`config.mk`:
```
export PLATFORM = sky130hd
export DESIGN_NAME = mandelbrot_escape_time_core
export DESIGN_NICKNAME = d
export VERILOG_FILES = /design/src/rtl/mbet_pkg.sv /design/src/rtl/mbet_mul.sv /design/src/rtl/mandelbrot_escape_time_core.sv
export VERILOG_INCLUDE_DIRS = /design/src /design/src/rtl
export SDC_FILE = /design/constraint.sdc
export NUM_CORES = 2
export LEC_CHECK = 0
export BUFFER_PORTS_ARGS = -buffer_cell sky130_fd_sc_hd__buf_2
export CAP_MARGIN = 10
export CORE_UTILIZATION = 50
export DETAILED_ROUTE_END_ITERATION = 10
export GPL_TIMING_DRIVEN = 0
export PLACE_DENSITY = 0.63
export RECOVER_POWER = 100
export REMOVE_ABC_BUFFERS = 1
export SYNTH_ARGS = -nofsm -noshare
export SYNTH_HDL_FRONTEND = slang
export SYNTH_SLANG_ARGS = --single-unit
```
`constraint.sdc`:
```
create_clock -name clk -period 14.9 [get_ports clk]
set_input_delay 2.98 -clock clk [delete_from_list [all_inputs] [get_ports clk]]
set_output_delay 2.98 -clock clk [all_outputs]
set_load 0.005 [all_outputs]
```
`src/rtl/mandelbrot_escape_time_core_macros.svh`:
```
// Assertion macros for the escape-time core. Both expect clk and rst_n in scope.
`ifndef MANDELBROT_ESCAPE_TIME_CORE_MACROS_SVH
`define MANDELBROT_ESCAPE_TIME_CORE_MACROS_SVH

`ifndef SYNTH
`define MBET_ASSERT_IMP(name, ante, cons) \
  name: assert property (@(posedge clk) disable iff (!rst_n) (ante) |-> (cons)) \
    else $error("mbet: same-cycle check failed");
`define MBET_ASSERT_NXT(name, ante, cons) \
  name: assert property (@(posedge clk) disable iff (!rst_n) (ante) |=> (cons)) \
    else $error("mbet: next-cycle check failed");
`else
`define MBET_ASSERT_IMP(name, ante, cons)
`define MBET_ASSERT_NXT(name, ante, cons)
`endif

`endif

```
`src/rtl/mbet_pkg.sv`:
```
package mbet_pkg;

  localparam int FRAC_BITS = 28;
  localparam int WORD_W    = 32;
  localparam int PROD_W    = 2 * WORD_W;
  localparam int Z_W       = 36;
  localparam int SUM_W     = 44;
  localparam int CNT_W     = 10;

  typedef logic signed [WORD_W-1:0] word_t;
  typedef logic signed [PROD_W-1:0] prod_t;
  typedef logic signed [Z_W-1:0]    zval_t;

  typedef enum logic [2:0] {
    CFG_X_ORIGIN   = 3'd0,
    CFG_Y_ORIGIN   = 3'd1,
    CFG_X_STEP     = 3'd2,
    CFG_Y_STEP     = 3'd3,
    CFG_MAX_ITER   = 3'd4,
    CFG_ESC_RADIUS = 3'd5
  } cfg_reg_t;

  localparam logic [31:0] X_ORIGIN_RST = 32'hE000_0000;
  localparam logic [31:0] Y_ORIGIN_RST = 32'hE800_0000;
  localparam logic [30:0] X_STEP_RST   = 31'd447392;
  localparam logic [30:0] Y_STEP_RST   = 31'd805306;
  localparam logic [9:0]  MAX_ITER_RST = 10'd100;
  localparam logic [2:0]  RADIUS_RST   = 3'd2;

  localparam logic [9:0]  INT_FULL_CNT = 10'd100;
  localparam logic [20:0] INT_SCALE    = 21'd1336965;
  localparam int          INT_SHIFT    = 19;

  function automatic word_t sat32(input logic signed [SUM_W-1:0] v);
    word_t res;
    if (v[SUM_W-1:WORD_W-1] == '0 || v[SUM_W-1:WORD_W-1] == '1) begin
      res = v[WORD_W-1:0];
    end else if (v[SUM_W-1]) begin
      res = {1'b1, {(WORD_W-1){1'b0}}};
    end else begin
      res = {1'b0, {(WORD_W-1){1'b1}}};
    end
    return res;
  endfunction

  // floor(n*255/100) by reciprocal, saturated above the full-scale count
  function automatic logic [7:0] intensity(input logic [CNT_W-1:0] n);
    logic [27:0] scaled;
    logic [7:0]  res;
    scaled = 28'(n[6:0]) * 28'(INT_SCALE);
    if (n > INT_FULL_CNT) begin
      res = 8'hFF;
    end else begin
      res = scaled[INT_SHIFT+7:INT_SHIFT];
    end
    return res;
  endfunction

endpackage

```
`src/rtl/mbet_mul.sv`:
```
module mbet_mul (
  input  logic          clk,
  input  mbet_pkg::word_t a,
  input  mbet_pkg::word_t b,
  output mbet_pkg::prod_t prod
);
  import mbet_pkg::*;

  prod_t prod_r;

  always_ff @(posedge clk) begin
    prod_r <= PROD_W'(a) * PROD_W'(b);
  end

  assign prod = prod_r;

endmodule

```
`src/rtl/mandelbrot_escape_time_core.sv`:
```
// Channel | Ports                                          | Direction | Handshake
// --------+------------------------------------------------+-----------+-------------------
// input   | in_column, in_row                              | in        | start & !busy
// result  | out_iterations_left, out_escaped, out_intensity| out       | out_valid strobe
// config  | cfg_index, cfg_data                            | in        | cfg_valid & cfg_ready
//
// An item passes the setup states S_CX, S_CY, S_CI, then iterates S_MRR, S_MII, S_MRI,
// S_UPD (out from S_MRR when it escapes on the component bound; none if max_iter is 0)
// and ends in S_RES. The single 32x32 multiplier is used three times per iteration.
// busy is high from just after acceptance through the cycle before the result strobe.
// Synchronous active-low reset sets state, out_valid and config registers to defaults.
// cfg_ready is low while busy; the result strobe lasts one cycle and is not held off.
`include "mandelbrot_escape_time_core_macros.svh"

module mandelbrot_escape_time_core (
  input  logic        clk,
  input  logic        rst_n,
  input  logic        start,
  output logic        busy,
  input  logic [10:0] in_column,
  input  logic [9:0]  in_row,
  output logic        out_valid,
  output logic [9:0]  out_iterations_left,
  output logic        out_escaped,
  output logic [7:0]  out_intensity,
  input  logic        cfg_valid,
  output logic        cfg_ready,
  input  logic [2:0]  cfg_index,
  input  logic [31:0] cfg_data
);
  import mbet_pkg::*;

  typedef enum logic [8:0] {
    S_IDLE = 9'b000000001,
    S_CX   = 9'b000000010,
    S_CY   = 9'b000000100,
    S_CI   = 9'b000001000,
    S_MRR  = 9'b000010000,
    S_MII  = 9'b000100000,
    S_MRI  = 9'b001000000,
    S_UPD  = 9'b010000000,
    S_RES  = 9'b100000000
  } state_t;

  state_t state_r, state_nxt;

  logic [31:0]      x_origin_r, y_origin_r;
  logic [30:0]      x_step_r, y_step_r;
  logic [CNT_W-1:0] max_iter_r;
  logic [2:0]       radius_r;

  logic [10:0]      col_r, col_nxt;
  logic [9:0]       row_r, row_nxt;
  word_t            cr_r, cr_nxt, ci_r, ci_nxt;
  zval_t            zr_r, zr_nxt, zi_r, zi_nxt;
  prod_t            sqr_r, sqr_nxt, sqi_r, sqi_nxt;
  logic [CNT_W-1:0] cnt_r, cnt_nxt;
  logic             esc_r, esc_nxt;

  logic             out_valid_r;
  logic [CNT_W-1:0] out_iter_r;
  logic             out_esc_r;
  logic [7:0]       out_int_r;

  word_t            mul_a, mul_b;
  prod_t            prod;

  logic signed [SUM_W-1:0] sum_c;
  word_t                   c_sat;
  zval_t                   rfix;
  logic [PROD_W-1:0]       mag2, r2;
  prod_t                   nr_full, ni_full;
  logic                    esc_mag, esc_sq;

  assign busy      = (state_r != S_IDLE);
  assign cfg_ready = !busy;

  mbet_mul u_mul (
    .clk  (clk),
    .a    (mul_a),
    .b    (mul_b),
    .prod (prod)
  );

  always_comb begin
    state_nxt = state_r;
    col_nxt   = col_r;
    row_nxt   = row_r;
    cr_nxt    = cr_r;
    ci_nxt    = ci_r;
    zr_nxt    = zr_r;
    zi_nxt    = zi_r;
    sqr_nxt   = sqr_r;
    sqi_nxt   = sqi_r;
    cnt_nxt   = cnt_r;
    esc_nxt   = esc_r;
    mul_a     = '0;
    mul_b     = '0;

    if (state_r == S_CY) begin
      sum_c = SUM_W'($signed(x_origin_r)) + $signed({1'b0, prod[SUM_W-2:0]});
    end else begin
      sum_c = SUM_W'($signed(y_origin_r)) + $signed({1'b0, prod[SUM_W-2:0]});
    end
    c_sat = sat32(sum_c);

    rfix    = $signed(Z_W'(radius_r) << FRAC_BITS);
    esc_mag = (zr_r > rfix) || (zr_r < -rfix) || (zi_r > rfix) || (zi_r < -rfix);
    mag2    = sqr_r + sqi_r;
    r2      = (PROD_W'(radius_r) * PROD_W'(radius_r)) << (2 * FRAC_BITS);
    esc_sq  = mag2 > r2;
    nr_full = ((sqr_r - sqi_r) >>> FRAC_BITS) + PROD_W'(cr_r);
    ni_full = (prod >>> (FRAC_BITS - 1)) + PROD_W'(ci_r);

    case (state_r)
      S_IDLE: begin
        if (start) begin
          col_nxt   = in_column;
          row_nxt   = in_row;
          state_nxt = S_CX;
        end
      end
      S_CX: begin
        mul_a     = {20'd0, 12'(col_r) + 12'd1};
        mul_b     = {1'b0, x_step_r};
        state_nxt = S_CY;
      end
      S_CY: begin
        mul_a     = {21'd0, 11'(row_r) + 11'd1};
        mul_b     = {1'b0, y_step_r};
        cr_nxt    = c_sat;
        state_nxt = S_CI;
      end
      S_CI: begin
        ci_nxt  = c_sat;
        zr_nxt  = Z_W'(cr_r);
        zi_nxt  = Z_W'(c_sat);
        cnt_nxt = max_iter_r;
        esc_nxt = 1'b0;
        if (max_iter_r == '0) begin
          state_nxt = S_RES;
        end else begin
          state_nxt = S_MRR;
        end
      end
      S_MRR: begin
        mul_a = zr_r[WORD_W-1:0];
        mul_b = zr_r[WORD_W-1:0];
        if (esc_mag) begin
          esc_nxt   = 1'b1;
          state_nxt = S_RES;
        end else begin
          state_nxt = S_MII;
        end
      end
      S_MII: begin
        mul_a     = zi_r[WORD_W-1:0];
        mul_b     = zi_r[WORD_W-1:0];
        sqr_nxt   = prod;
        state_nxt = S_MRI;
      end
      S_MRI: begin
        mul_a     = zr_r[WORD_W-1:0];
        mul_b     = zi_r[WORD_W-1:0];
        sqi_nxt   = prod;
        state_nxt = S_UPD;
      end
      S_UPD: begin
        if (esc_sq) begin
          esc_nxt   = 1'b1;
          state_nxt = S_RES;
        end else if (cnt_r == CNT_W'(1)) begin
          cnt_nxt   = '0;
          state_nxt = S_RES;
        end else begin
          cnt_nxt   = cnt_r - CNT_W'(1);
          zr_nxt    = nr_full[Z_W-1:0];
          zi_nxt    = ni_full[Z_W-1:0];
          state_nxt = S_MRR;
        end
      end
      S_RES: begin
        state_nxt = S_IDLE;
      end
      default: begin
        state_nxt = S_IDLE;
      end
    endcase
  end

  always_ff @(posedge clk) begin
    if (!rst_n) begin
      state_r     <= S_IDLE;
      out_valid_r <= 1'b0;
      x_origin_r  <= X_ORIGIN_RST;
      y_origin_r  <= Y_ORIGIN_RST;
      x_step_r    <= X_STEP_RST;
      y_step_r    <= Y_STEP_RST;
      max_iter_r  <= MAX_ITER_RST;
      radius_r    <= RADIUS_RST;
    end else begin
      state_r     <= state_nxt;
      out_valid_r <= (state_r == S_RES);
      if (cfg_valid && cfg_ready) begin
        case (cfg_index)
          CFG_X_ORIGIN:   x_origin_r <= cfg_data;
          CFG_Y_ORIGIN:   y_origin_r <= cfg_data;
          CFG_X_STEP:     x_step_r   <= cfg_data[30:0];
          CFG_Y_STEP:     y_step_r   <= cfg_data[30:0];
          CFG_MAX_ITER:   max_iter_r <= cfg_data[CNT_W-1:0];
          CFG_ESC_RADIUS: radius_r   <= cfg_data[2:0];
          default: begin
          end
        endcase
      end
    end
  end

  always_ff @(posedge clk) begin
    col_r <= col_nxt;
    row_r <= row_nxt;
    cr_r  <= cr_nxt;
    ci_r  <= ci_nxt;
    zr_r  <= zr_nxt;
    zi_r  <= zi_nxt;
    sqr_r <= sqr_nxt;
    sqi_r <= sqi_nxt;
    cnt_r <= cnt_nxt;
    esc_r <= esc_nxt;
    if (state_r == S_RES) begin
      out_iter_r <= cnt_r;
      out_esc_r  <= esc_r;
      out_int_r  <= intensity(cnt_r);
    end
  end

  assign out_valid           = out_valid_r;
  assign out_iterations_left = out_iter_r;
  assign out_escaped         = out_esc_r;
  assign out_intensity       = out_int_r;

  `MBET_ASSERT_NXT(a_single_strobe, out_valid_r, !out_valid_r)
  `MBET_ASSERT_NXT(a_start_takes, start && !busy, busy && !out_valid_r)
  `MBET_ASSERT_IMP(a_budget_spent, out_valid_r && !out_esc_r, out_iter_r == '0)
  `MBET_ASSERT_IMP(a_escape_count, out_valid_r && out_esc_r, out_iter_r != '0)

endmodule
```
==> results.txt <==
The run finished, with violations left. The checks that failed: max-capacitance violations, max-slew violations. The count of fill cells added during filler insertion is 12.62k. The routed length per placed instance is 25.83 um. The met1 track demand over resource in global routing came out at 0.4575.

The sort of element at the start of the critical path is a flop. The cell taking the most area after synthesis is fa_1. Setup violations remaining at the end of the flow were counted as 0. The number of input and output port buffers inserted came out at 81. The CTS tree is built. The number of hold violations in the final report is 0.

The pin slew with the least headroom to its limit came out at 3.699 ns. The number of detailed-routing iterations run before antenna repair is 6. The count of buffer and inverter cells on the critical path came out at 7. By area, the combinational part of the netlist is dominated by adder cells. The largest individual stage delay along the critical path comes from the cell a221o_1.

The synthesized instance count came out at 7,719. The area used by multi-input combinational logic came out at 50,490 um2. The insertion delay to the later sink of the worst-skew pair came out at 0.72 ns. The area of the die came out at 141,000 um2. The effective utilization at floorplan came out at 0.5059. For met2 alone, demand over resource in global routing was 0.5427. The minimum period implied by the final worst setup slack is 13.34 ns.

The worst-case IR drop observed on VDD is 0.00008789 V. Data arrives at the worst endpoint at 13.92 ns. The share of the Yosys chip area taken by registers is 0.1968. The tree is rooted in a clkbuf_16. The xor/xnor share of the synthesized area came out at 0.03302.

Overall power consumption after layout is estimated at 0.003411 W. The synthesized-area fraction occupied by ao, oa, aoi and oai cells is 0.1188. Entering global routing, the biggest net connects 81 pins. Counting flops and latches in the post-synthesis netlist gives 528. The overall global routing resource usage is 0.3490. The multiplexer area fraction after synthesis came out at 0.003140.

The via count of the first global-routing pass came out at 57.17k. The data required time of the critical path is 15.49 ns. The number of nets still failing antenna checks after routing came out at 0. The simple-gate share of the synthesized area is 0.1531. After detailed routing, the number of remaining DRC violations is 0. The overflow left after global routing is 0.

The area overhead of the layout relative to synthesis is 8.123%. Among cell families on the critical path, the largest total delay comes from adder cells. The number of antenna violations at the first check in global routing came out at 21. After global routing, the most crowded layer is met2.

In the routed layout, each cell is associated on average with a via count of 5.991. At the end of routability-driven placement, the weighted congestion stood at 0.9873. In this run the static leakage power is 34.56 nW.

The fmax is 74.99 MHz. Among the stages of the critical path, the cell type that occurs most often is fa_1. The number of buffers inserted for hold repair after clock tree synthesis is 0. The commonest cells after synthesis are inv_1 (1,242), nand2_1 (1,176), fa_1 (1,099), nor2_1 (768), ha_1 (524). The clock tree buffer depth came out at 3. The unique cell type count in the Yosys netlist is 98. The worst hold path class is reg -> reg. The sequential cell area is 13,720 um2. The max-cap check violation count is 9. The row count is 136.

The count of flip-flops with a built-in enable after synthesis came out at 315. The total via count after detailed routing is 56.93k. The highest net fanout along the worst path came out at 55.

The critical path in this run is classified as reg -> reg. The power density relative to cell area came out at 45.25 nW/um2. The total wire length is 245,500 um. Yosys instantiated no cell more often than inv_1. The max-slew violation count came out at 385.

The most common flop cell mapped by yosys is edfxtp_1. The relative slew slack is -1.466. In this run, the number of DRC markers left after iteration 0 of detailed routing was 5,784. Once detailed placement completed, the half-perimeter wirelength came to 200,000 um. The TritonCTS buffer count is 59. The number of gates resized after CTS was 0. The final design instance area without fill came out at 75,390 um2.

For this design, the sink count on the clock tree is 528. The kind of end point of the critical path is a flop. The share of the clock period used by the worst path is 0.8950. The I/O pin count came out at 82. The number of nets in the layout came out at 9,331.

The H-tree was split into 2 levels. The total standard cell area after synthesis is 69,730 um2. The clock-pin slew of the registers on the worst-case setup and hold paths came out at 0.06 ns. The largest stage delay on the critical path is 1.23 ns. The smallest hold slack came out at 0.4660 ns. The average footprint of a synthesized cell is 9.033 um2.

Setup repair after global routing left no endpoint under its margin. The height of the die is 375.4 um. The clock arrives with 0.07487 ns of skew. The proportion of register bits with asynchronous set or reset after synthesis is 0. The global-route met3 utilization came out at 0.09520. The share of synthesized area in the top cell type comes to 0.3155.

In this run the standard cell core region covers 137,800 um2. In the post-synthesis netlist, the biggest area contributors are fa_1 (32%), edfxtp_1 (14%), ha_1 (9.4%), inv_1 (6.7%), nand2_1 (6.3%). The arithmetic-cell share of the synthesized area counting full adders, half adders and majority gates came out at 0.4096. The placed instance area came out at 73,390 um2.

The number of post-CTS setup repair buffers is 0. The number of warning messages in the yosys log came out at 0. In the final layout, the share of cells above drive strength 1 is 0.05222. The first global-routing pass estimated 362,900 um of wire. From left edge to right edge, the die measures 375.4 um.
[cell type report]
| cell class | count | share of cell area |
|---|---|---|
| clock buffers | 64 | 0.02051 |
| flip-flops and latches | 528 | 0.1820 |
| repair buffers | 198 | 0.02782 |
| clock inverters | 47 | 0.007916 |
| diodes | 10 | 0.0003319 |
| inverters | 1242 | 0.06189 |
| well taps | 1794 | 0.02977 |
| multi-input cells | 5619 | 0.6697 |
[final timing paths]
| path | startpoint | to | slack, ns | depth (start not counted) |
|---|---|---|---|---|
| worst max-delay path | state_r[0] | u_mul.prod[63] | 1.56 | 34 |
| worst min-delay path | x_origin_r[11] | x_origin_r[11] | 0.47 | 2 |
| worst max register to register | state_r[0] | u_mul.prod[63] | 1.56 | 34 |
| worst min register to register | x_origin_r[11] | x_origin_r[11] | 0.47 | 2 |
[kinds of logic (layout without fill, tap and decap cells)]
logic type | after synthesis | after routing
other | 0 | 10
XOR/XNOR | 262 | 262
buffers and inverters | 1572 | 1551
AND/OR/NAND/NOR | 2494 | 2494
flip-flops | 528 | 528
AO/OA/AOI/OAI | 1219 | 1219
multiplexers | 21 | 21
adder cells (fa/ha/maj) | 1623 | 1623
[through the flow]
step / setup WS [ns] / TNS [ns] / utilization / instances
3_5_place_dp: 2.357 / 0 / 0.5325 / 9375
2_1_floorplan: 2.384 / 0 / - / 7389
4_1_cts: 2.316 / 0 / 0.5480 / 9486
5_1_grt: 1.101 / 0 / 0.5468 / 9494
3_3_place_gp: -3.909 / -104.46 / 0.5157 / 9264
6_report: 1.564 / 0 / 0.5470 / 9502
[state kept, by name (all words and copies together) (netlist names), 3 cells and up]
signal               flops
state_r                  9
y_step_r                31
sqr_r                   64
zi_r                    36
cnt_r                   10
cr_r                    32
x_origin_r              32
y_origin_r              32
out_intensity            8
x_step_r                31
u_mul.prod              64
out_iterations_left     10
zr_r                    36
row_r                   10
radius_r                 3
sqi_r                   64
ci_r                    32
max_iter_r              10
col_r                   11
[per-layer routing]
metal | up-vias | part of all wire
met4 | 24 | 0.050
li1 | 24760 | -
met3 | 589 | 0.11
met1 | 28833 | 0.39
met5 | - | 0.00061
met2 | 2725 | 0.45
[power by group]
group,switching (W),internal (W)
sequential,0.0000139,0.00155
clock,0.000693,0.000920
combinational,0.000170,0.0000590
total,0.000877,0.00253
[worst min-delay path: stages, from the launching register on]
cell and delay (ns):
dfxtp_1 0.31, nand2_1 0.05, a21boi_0 0.06
[cell usage in the layout (no fill, tap or decap), types with 184 or more instances in the layout]
| cell | count |
|---|---|
| a21oi_1 | 294 |
| dfxtp_1 | 213 |
| edfxtp_1 | 315 |
| fa_1 | 1099 |
| ha_1 | 524 |
| inv_1 | 1240 |
| nand2_1 | 1182 |
| nor2_1 | 769 |
| o21ai_0 | 194 |
| xnor2_1 | 184 |
No activity file was read; power rests on OpenSTA's default activity.
